$ cat config.mk
export PLATFORM = sky130hd
export DESIGN_NAME = drop_oldest_ring_with_gap_count_top
export DESIGN_NICKNAME = d
export VERILOG_FILES = /design/src/hdl/dorg_pkg.sv /design/src/hdl/dorg_ram.sv /design/src/hdl/dorg_ctrl.sv /design/src/hdl/drop_oldest_ring_with_gap_count_top.sv
export VERILOG_INCLUDE_DIRS = /design/src /design/src/hdl
export SDC_FILE = /design/constraint.sdc
export NUM_CORES = 2
export LEC_CHECK = 0
export BUFFER_PORTS_ARGS = -buffer_cell sky130_fd_sc_hd__buf_2
export CAP_MARGIN = 10
export CORE_ASPECT_RATIO = 2
export CORE_UTILIZATION = 32
export DETAILED_ROUTE_END_ITERATION = 8
export GPL_ROUTABILITY_DRIVEN = 0
export PLACE_DENSITY = 0.46
export SYNTH_ARGS = -nofsm -noshare
export SYNTH_HDL_FRONTEND = slang
export SYNTH_SLANG_ARGS = --single-unit
export TNS_END_PERCENT = 20
$ cat constraint.sdc
create_clock -name clk -period 46.5 [get_ports clk]
set_input_delay 0 -clock clk [delete_from_list [all_inputs] [get_ports clk]]
set_output_delay 0 -clock clk [all_outputs]
set_load 0.01 [all_outputs]
$ cat src/hdl/drop_oldest_ring_with_gap_count_top_macros.svh
// ---------------------------------------------------------------------------
// Assertion macros for the drop-oldest receive ring
// Clocked assertion helpers shared by the RTL files of the block.
// ---------------------------------------------------------------------------
`ifndef DROP_OLDEST_RING_WITH_GAP_COUNT_TOP_MACROS_SVH
`define DROP_OLDEST_RING_WITH_GAP_COUNT_TOP_MACROS_SVH

`ifndef SYNTH
// property checked at every rising clock edge outside reset
`define DORG_ASSERT(lbl, clk, rst_n, prop) \
	lbl: assert property (@(posedge clk) disable iff (!rst_n) (prop)) \
		else $error("dorg assertion failed");
// condition that must never be true outside reset
`define DORG_ASSERT_NEVER(lbl, clk, rst_n, cond) \
	lbl: assert property (@(posedge clk) disable iff (!rst_n) !(cond)) \
		else $error("dorg forbidden condition seen");
`else
`define DORG_ASSERT(lbl, clk, rst_n, prop)
`define DORG_ASSERT_NEVER(lbl, clk, rst_n, cond)
`endif

`endif

$ cat src/hdl/dorg_pkg.sv
// ---------------------------------------------------------------------------
// dorg_pkg
// Shared widths, defaults, op codes and the per-request result record.
// ---------------------------------------------------------------------------
package dorg_pkg;

	localparam int WORD_W        = 64;
	localparam int FILL_W        = 7;
	localparam int DEPTH_DEF     = 64;
	localparam int ITEM_BITS_DEF = 64;

	localparam logic [FILL_W-1:0] DEPTH_RST = 7'd64;

	localparam logic OP_PUSH = 1'b0;
	localparam logic OP_POP  = 1'b1;

	typedef struct packed {
		logic              pop_valid;
		logic              dropped;
		logic [FILL_W-1:0] fill;
		logic [WORD_W-1:0] overflow;
		logic [WORD_W-1:0] gap;
	} res_t;

endpackage

$ cat src/hdl/dorg_ram.sv
// ---------------------------------------------------------------------------
// dorg_ram
// Simple dual-port RAM: one write port, one read port with registered data.
// ---------------------------------------------------------------------------
module dorg_ram #(
	parameter int WIDTH = 64,
	parameter int DEPTH = 64
) (
	input  logic                     clk,
	input  logic                     wr_en,
	input  logic [$clog2(DEPTH)-1:0] wr_addr,
	input  logic [WIDTH-1:0]         wr_data,
	input  logic                     rd_en,
	input  logic [$clog2(DEPTH)-1:0] rd_addr,
	output logic [WIDTH-1:0]         rd_data
);

	logic [WIDTH-1:0] mem_q [DEPTH];
	logic [WIDTH-1:0] rd_data_q;

	always_ff @(posedge clk) begin
		if (wr_en) begin
			mem_q[wr_addr] <= wr_data;
		end
		if (rd_en) begin
			rd_data_q <= mem_q[rd_addr];
		end
	end

	assign rd_data = rd_data_q;

endmodule

$ cat src/hdl/dorg_ctrl.sv
// ---------------------------------------------------------------------------
// dorg_ctrl
// Ring pointers, fill count, sequence tracking and the two running counters.
// ---------------------------------------------------------------------------
`include "drop_oldest_ring_with_gap_count_top_macros.svh"

module dorg_ctrl import dorg_pkg::*; #(
	parameter int DEPTH = DEPTH_DEF
) (
	input  logic                     clk,
	input  logic                     arst_n,
	input  logic                     cfg_wr_en,
	input  logic [FILL_W-1:0]        cfg_wr_data,
	input  logic                     accept,
	input  logic                     op,
	input  logic [WORD_W-1:0]        seq,
	output logic                     ram_wr_en,
	output logic [$clog2(DEPTH)-1:0] ram_wr_addr,
	output logic                     ram_rd_en,
	output logic [$clog2(DEPTH)-1:0] ram_rd_addr,
	output res_t                     res
);

	localparam int IDX_W     = $clog2(DEPTH);
	localparam int CMP_W     = (IDX_W + 1 > FILL_W) ? IDX_W + 1 : FILL_W;
	localparam int DEPTH_CAP = (DEPTH < 127) ? DEPTH : 127;

	logic [FILL_W-1:0] depth_cfg_q;
	logic [IDX_W-1:0]  head_q, tail_q;
	logic [FILL_W-1:0] count_q;
	logic [WORD_W-1:0] expected_q;
	logic              seen_q;
	logic [WORD_W-1:0] overflow_q, gap_q;

	logic [FILL_W-1:0] live_d;
	logic              full, nonempty;
	logic [IDX_W-1:0]  head_nxt, tail_nxt;
	logic [FILL_W-1:0] count_nxt;
	logic [WORD_W-1:0] overflow_nxt, gap_nxt, expected_nxt;

	// next slot; wraps at the live depth or at the physical end
	function automatic logic [IDX_W-1:0] adv(input logic [IDX_W-1:0] idx,
	                                        input logic [FILL_W-1:0] d);
		logic [CMP_W-1:0] n;
		n = CMP_W'(idx) + CMP_W'(1);
		if (n >= CMP_W'(d) || n >= CMP_W'(DEPTH)) begin
			adv = '0;
		end else begin
			adv = n[IDX_W-1:0];
		end
	endfunction

	always_comb begin
		if (depth_cfg_q == '0) begin
			live_d = FILL_W'(1);
		end else if (depth_cfg_q > FILL_W'(DEPTH_CAP)) begin
			live_d = FILL_W'(DEPTH_CAP);
		end else begin
			live_d = depth_cfg_q;
		end
	end

	assign full     = (count_q >= live_d);
	assign nonempty = (count_q != '0);

	always_comb begin
		head_nxt     = head_q;
		tail_nxt     = tail_q;
		count_nxt    = count_q;
		overflow_nxt = overflow_q;
		gap_nxt      = gap_q;
		expected_nxt = expected_q;
		res.pop_valid = 1'b0;
		res.dropped   = 1'b0;
		if (op == OP_PUSH) begin
			// equal seq adds zero, so no compare is needed
			if (seen_q) begin
				gap_nxt = gap_q + seq - expected_q;
			end
			expected_nxt = seq + WORD_W'(1);
			if (full) begin
				head_nxt     = adv(head_q, live_d);
				overflow_nxt = overflow_q + WORD_W'(1);
				res.dropped  = 1'b1;
			end else begin
				count_nxt = count_q + FILL_W'(1);
			end
			tail_nxt = adv(tail_q, live_d);
		end else if (nonempty) begin
			res.pop_valid = 1'b1;
			head_nxt      = adv(head_q, live_d);
			count_nxt     = count_q - FILL_W'(1);
		end
		res.fill     = count_nxt;
		res.overflow = overflow_nxt;
		res.gap      = gap_nxt;
	end

	assign ram_wr_en   = accept && (op == OP_PUSH);
	assign ram_wr_addr = tail_q;
	assign ram_rd_en   = accept && (op == OP_POP) && nonempty;
	assign ram_rd_addr = head_q;

	always_ff @(posedge clk or negedge arst_n) begin
		if (!arst_n) begin
			depth_cfg_q <= DEPTH_RST;
			head_q      <= '0;
			tail_q      <= '0;
			count_q     <= '0;
			expected_q  <= '0;
			seen_q      <= 1'b0;
			overflow_q  <= '0;
			gap_q       <= '0;
		end else begin
			if (cfg_wr_en) begin
				depth_cfg_q <= cfg_wr_data;
			end
			if (accept) begin
				head_q     <= head_nxt;
				tail_q     <= tail_nxt;
				count_q    <= count_nxt;
				expected_q <= expected_nxt;
				overflow_q <= overflow_nxt;
				gap_q      <= gap_nxt;
				if (op == OP_PUSH) begin
					seen_q <= 1'b1;
				end
			end
		end
	end

	`DORG_ASSERT(a_idx_range, clk, arst_n, (head_q < IDX_W'(DEPTH - 1) || head_q == IDX_W'(DEPTH - 1)) && (tail_q < IDX_W'(DEPTH - 1) || tail_q == IDX_W'(DEPTH - 1)))
	`DORG_ASSERT(a_drop_counts, clk, arst_n, (accept && res.dropped) |=> overflow_q == $past(overflow_q) + WORD_W'(1))
	`DORG_ASSERT_NEVER(a_drop_empty, clk, arst_n, accept && res.dropped && !nonempty)

endmodule

$ cat src/hdl/drop_oldest_ring_with_gap_count_top.sv
// ---------------------------------------------------------------------------
// drop_oldest_ring_with_gap_count_top
// Receive ring for sequenced items that overwrites its oldest entry when full.
//
// Requests arrive on in_valid/in_stall with op (push or pop), seq and
// item_data; each accepted request gives exactly one result on
// out_valid/out_stall. A push stores the data word, tracks sequence gaps
// and may drop the oldest entry; a pop returns the oldest word or reports
// an empty ring. fill_count, overflow_total and gap_total show the state
// after the request.
// Timing: an accepted request's result record is registered in s1 and
// moves to the output register, with the RAM read data, when the output
// is free; out_valid then rises. Throughput: one request per cycle while
// in_stall is low; the ring lives in a RAM with a registered read
// port, and the state update is a single pass between the request edge
// and the result stage.
// Stall: a stalled result is held in the output register, one more
// request is parked in the stage behind it, and in_stall rises only
// when both are occupied. cfg_wr_en/cfg_wr_data set the depth in use
// (0 acts as 1, above the ring size acts as the ring size); write it
// only while idle. Reset empties the ring, clears the counters and sets
// the depth setting to 64 (capped at the ring size); RAM contents are not cleared.
// ---------------------------------------------------------------------------
`include "drop_oldest_ring_with_gap_count_top_macros.svh"

module drop_oldest_ring_with_gap_count_top import dorg_pkg::*; #(
	parameter int DEPTH     = DEPTH_DEF,
	parameter int ITEM_BITS = ITEM_BITS_DEF
) (
	input  logic              clk,
	input  logic              arst_n,
	input  logic              cfg_wr_en,
	input  logic [FILL_W-1:0] cfg_wr_data,
	input  logic              in_valid,
	output logic              in_stall,
	input  logic              op,
	input  logic [WORD_W-1:0] seq,
	input  logic [WORD_W-1:0] item_data,
	output logic              out_valid,
	input  logic              out_stall,
	output logic              pop_valid,
	output logic [WORD_W-1:0] pop_data,
	output logic              dropped_oldest,
	output logic [FILL_W-1:0] fill_count,
	output logic [WORD_W-1:0] overflow_total,
	output logic [WORD_W-1:0] gap_total
);

	localparam int IDX_W = $clog2(DEPTH);

	logic                 accept;
	logic                 out_free, s1_move;
	logic                 ram_wr_en, ram_rd_en;
	logic [IDX_W-1:0]     ram_wr_addr, ram_rd_addr;
	logic [ITEM_BITS-1:0] ram_rd_data;
	res_t                 res;

	logic                 s1_valid_q;
	res_t                 res_s1;

	logic                 out_valid_q;
	res_t                 out_res_q;
	logic [WORD_W-1:0]    out_data_q;

	assign out_free = !out_valid_q || !out_stall;
	assign s1_move  = s1_valid_q && out_free;
	assign in_stall = s1_valid_q && !out_free;
	assign accept   = in_valid && !in_stall;

	dorg_ctrl #(
		.DEPTH (DEPTH)
	) u_ctrl (
		.clk         (clk),
		.arst_n      (arst_n),
		.cfg_wr_en   (cfg_wr_en),
		.cfg_wr_data (cfg_wr_data),
		.accept      (accept),
		.op          (op),
		.seq         (seq),
		.ram_wr_en   (ram_wr_en),
		.ram_wr_addr (ram_wr_addr),
		.ram_rd_en   (ram_rd_en),
		.ram_rd_addr (ram_rd_addr),
		.res         (res)
	);

	dorg_ram #(
		.WIDTH (ITEM_BITS),
		.DEPTH (DEPTH)
	) u_ram (
		.clk     (clk),
		.wr_en   (ram_wr_en),
		.wr_addr (ram_wr_addr),
		.wr_data (item_data[ITEM_BITS-1:0]),
		.rd_en   (ram_rd_en),
		.rd_addr (ram_rd_addr),
		.rd_data (ram_rd_data)
	);

	// s1 pairs the request's result record with the RAM read data,
	// which holds until the next pop of a nonempty ring is accepted
	always_ff @(posedge clk or negedge arst_n) begin
		if (!arst_n) begin
			s1_valid_q  <= 1'b0;
			out_valid_q <= 1'b0;
		end else begin
			s1_valid_q <= accept || (s1_valid_q && !out_free);
			if (out_free) begin
				out_valid_q <= s1_valid_q;
			end
		end
	end

	always_ff @(posedge clk) begin
		if (accept) begin
			res_s1 <= res;
		end
		if (s1_move) begin
			out_res_q  <= res_s1;
			out_data_q <= res_s1.pop_valid ? WORD_W'(ram_rd_data) : '0;
		end
	end

	assign out_valid      = out_valid_q;
	assign pop_valid      = out_res_q.pop_valid;
	assign pop_data       = out_data_q;
	assign dropped_oldest = out_res_q.dropped;
	assign fill_count     = out_res_q.fill;
	assign overflow_total = out_res_q.overflow;
	assign gap_total      = out_res_q.gap;

	`DORG_ASSERT(a_s1_drains, clk, arst_n, (s1_valid_q && !out_valid_q) |=> out_valid_q)
	`DORG_ASSERT(a_empty_pop_zero, clk, arst_n, (out_valid_q && !out_res_q.pop_valid) |-> out_data_q == '0)
	`DORG_ASSERT_NEVER(a_pop_and_drop, clk, arst_n, out_valid_q && out_res_q.pop_valid && out_res_q.dropped)

endmodule
==> results.json <==
{
  "fin_crit_sh_pct": 13.6,
  "antenna_found_initial": 62,
  "grt_pass1_vias": 102141,
  "syn_to_final_growth_pct": 16.0,
  "cts_buffers": 444,
  "synth.top_cell.area_share_pct": 72.5,
  "placementRows": 396,
  "synth_nets": 9736,
  "nFillCells": 53573,
  "insertion_delay_ns": 1.10,
  "synth.most_common_cell": "edfxtp_1",
  "endpoint_kind": "register",
  "worstPathCellList": "buf_4, buf_4, buf_4, buf_4, buf_4, mux4_2, mux4_2, mux4_2",
  "yosys.cell_types.count": 86,
  "max-cap-violations": 0,
  "path_depth": 8,
  "worst_slew_pin_slew_ns": 1.35,
  "cp_slowest_cell": "buf_4",
  "placed_area_mm2": 0.199,
  "drtIter0Drc": 9251,
  "holdWs_ns": 0.0744,
  "required_ns": 47.29,
  "grt_pass1_wl_um": 862000,
  "io_pins": 344,
  "vias_per_cell": 5.29,
  "cp.arrival_ns": 7.10,
  "cp_max_fo": 53,
  "clockRootBuffer": "clkbuf_16",
  "ys_warn_count": 0,
  "leakage_nw": 69.7,
  "worstSetupEndpoint": "u_ram.rd_data[22]",
  "syn_inst": 9441,
  "seq_area_frac_synth_pct": 75.5,
  "synth_area_mm2": 0.186,
  "start_kind": "register",
  "start_util_pct": 32.1,
  "cts_tree": "built",
  "timing.rr.end": "u_ram.rd_data[22]",
  "cp_common_cell": "buf_4",
  "grt_overflow": 0,
  "first_pass_iters": 6,
  "crit_start": "u_ctrl.ram_rd_addr[1]",
  "finalInstanceArea_mm2": 0.216,
  "die_x_um": 542,
  "crit_type": "reg -> reg",
  "synth-main-ff-cell": "edfxtp_1",
  "drive_gt1_share_pct": 21.9,
  "min_period_ns": 6.31,
  "rrSetupSlack_ns": 40.19,
  "highest_layer": "met5",
  "synth_edf_count": 4498,
  "cts.clk_slew.worst_paths_ns": 0.07,
  "p_int_w": 0.00825,
  "yosysTopAreaCell": "edfxtp_1",
  "p_sw_w": 0.00369,
  "pwr-share-seq_pct": 41.6,
  "fmax_ghz": 0.158,
  "clkSinkCount": 4719,
  "die_y_um": 1080,
  "route.met3.wl_um": 28100,
  "finalMaxSlewViolations": 0,
  "final-hold-violation-count": 0,
  "vdd_drop_max_mv": 0.0429,
  "grtUsageTotal_pct": 21.5,
  "h-tree-depth": 5,
  "synth-seq-cells": 4719,
  "antenna_left": 0,
  "dieArea_mm2": 0.586,
  "routed_wl_um": 634000,
  "ctsResizeCount": 0,
  "synth_common_cells": "edfxtp_1, mux4_2, mux2i_1",
  "rsz0062_at_grt": "false",
  "met2_length_um": 344000,
  "port_buffers": 343,
  "slowest_delay_ns": 0.81,
  "clockBufferDepth": 5,
  "dp_hpwl_um": 351000,
  "vias": 98056,
  "switching_share_pct": 30.9,
  "wl_met1_um": 237000,
  "slew_headroom_pct": 10.1,
  "wl_per_cell_um": 34.2,
  "avgSynthCellArea_um2": 19.7,
  "status": "complete, no violations",
  "setup_viol": 0,
  "power_frac_clock_pct": 30.8,
  "reg2reg_depth": 8,
  "hold_class": "in -> reg",
  "route.detailed.drc": 0,
  "power.density_mw_per_mm2": 55.2,
  "core_area_mm2": 0.581,
  "synthTopCellsByArea": "edfxtp_1, mux4_2, dfrtp_1, mux2i_1, o221ai_1",
  "worst-path-buf-inv": 5,
  "clock_skew_ns": 0.0987,
  "critPathTopFamily": "buffers and inverters",
  "final_nets": 10613,
  "pwr-share-comb_pct": 27.5,
  "postSynth.asyncResetShare_pct": 4.68,
  "grt_max_degree": 137,
  "timing.rr.start": "u_ctrl.ram_rd_addr[1]",
  "tns_ns": 0
}
-- sequential cells by signal, indices dropped and copies added (netlist names), 64 cells and up --
name               flops
gap_total             64
u_ctrl.overflow_q     64
res_s1               137
overflow_total        64
u_ctrl.expected_q     64
u_ram.rd_data         64
pop_data              64
u_ram.mem_q         4096
u_ctrl.gap_q          64
-- cells in the final DEF (no fill, tap or decap), types with 98 or more instances in the layout --
| cell type | instances |
|---|---|
| inv_1 | 282 |
| o21ai_0 | 303 |
| a21oi_1 | 239 |
| o221ai_1 | 239 |
| buf_4 | 258 |
| buf_2 | 342 |
| nand2_1 | 404 |
| edfxtp_1 | 4498 |
| xnor2_1 | 166 |
| mux4_2 | 947 |
| clkbuf_16 | 446 |
| mux2i_1 | 481 |
| nor2_1 | 122 |
| o22ai_1 | 162 |
| dfrtp_1 | 214 |
| dlygate4sd3_1 | 296 |
| nand3_1 | 98 |
-- area by class of cell --
type	instances	area, µm²	share of cell area (%)
Sequential cell	4719	141000	65.1
Multi-Input combinational cell	3954	43300	20.0
Clock buffer	520	11500	5.33
Tap cell	7761	9710	4.49
Timing Repair Buffer	913	6950	3.22
Clock inverter	287	2730	1.26
Inverter	286	1090	0.504
Antenna cell	94	235	0.109
-- through the flow --
| stage | setup slack [ns] | utilization (%) | std cells | power, W |
|---|---|---|---|---|
| floorplan | 30.51 | - | 9441 | 0.00726 |
| global placement | 40.32 | 34.2 | 17334 | 0.00834 |
| detailed placement | 40.19 | 34.2 | 17334 | 0.00837 |
| CTS | 40.16 | 37.2 | 18438 | 0.0121 |
| global route | 39.94 | 37.2 | 18527 | 0.0124 |
| finish | 40.19 | 37.2 | 18534 | 0.0119 |
-- how the worst min path moves through the flow --
| stage | slack (ns) | endpoint | startpoint | cells after the start |
|---|---|---|---|---|
| after floorplan | -0.30 | out_valid | arst_n | 0 |
| after global placement | 0.06 | u_ctrl.expected_q[25] | arst_n | 1 |
| after detailed placement | 0.06 | u_ctrl.expected_q[25] | arst_n | 1 |
| after CTS | 0.004 | u_ctrl.expected_q[10] | seq[10] | 5 |
| after global routing | 0.08 | u_ctrl.expected_q[10] | seq[10] | 5 |
| final | 0.07 | u_ctrl.gap_q[50] | seq[49] | 7 |
-- timing repair --
| item | 4_1_cts | 5_1_grt |
|---|---|---|
| endpoints found under the hold margin | 4508 | 0 |
| hold buffers | 297 | 0 |
| setup buffers | 0 | 0 |
-- worst min-delay path, delay by kind of cell --
family | cells | cell delay, ns
xor+xnor | 1 | 0.12
compound gates | 1 | 0.15
fa+ha+maj | 2 | 0.55
buf+inv | 3 | 0.26
-- power groups by stage --
stage	Combinational [W]	Clock [W]	Sequential [W]
after detailed placement	0.00331	0	0.00506
after global placement	0.00328	0	0.00506
after floorplan	0.00226	0	0.00500
after global routing	0.00353	0.00390	0.00498
final	0.00329	0.00368	0.00497
after CTS	0.00334	0.00376	0.00497
-- kinds of logic (layout without fill, tap and decap cells) --
logic type      count (synthesis)  in the layout  share of synthesized area (%)
compound gates               1107           1107                           3.84
xor+xnor                      255            255                           1.20
fa+ha+maj                     154            154                           1.29
buf+inv                       768           2006                           1.62
flops                        4719           4719                           75.5
mux                          1436           1436                           14.1
other cells                     0             94                              0
simple gates                 1002           1002                           2.52
-- metal layers --
layer / track usage (%) / vias to the layer above
met4: 8.14 / 16
met3: 2.47 / 916
li1: - / 40185
met2: 40.3 / 3191
met1: 24.8 / 53748
met5: 0 / -
(Power assumes the default switching activity.)
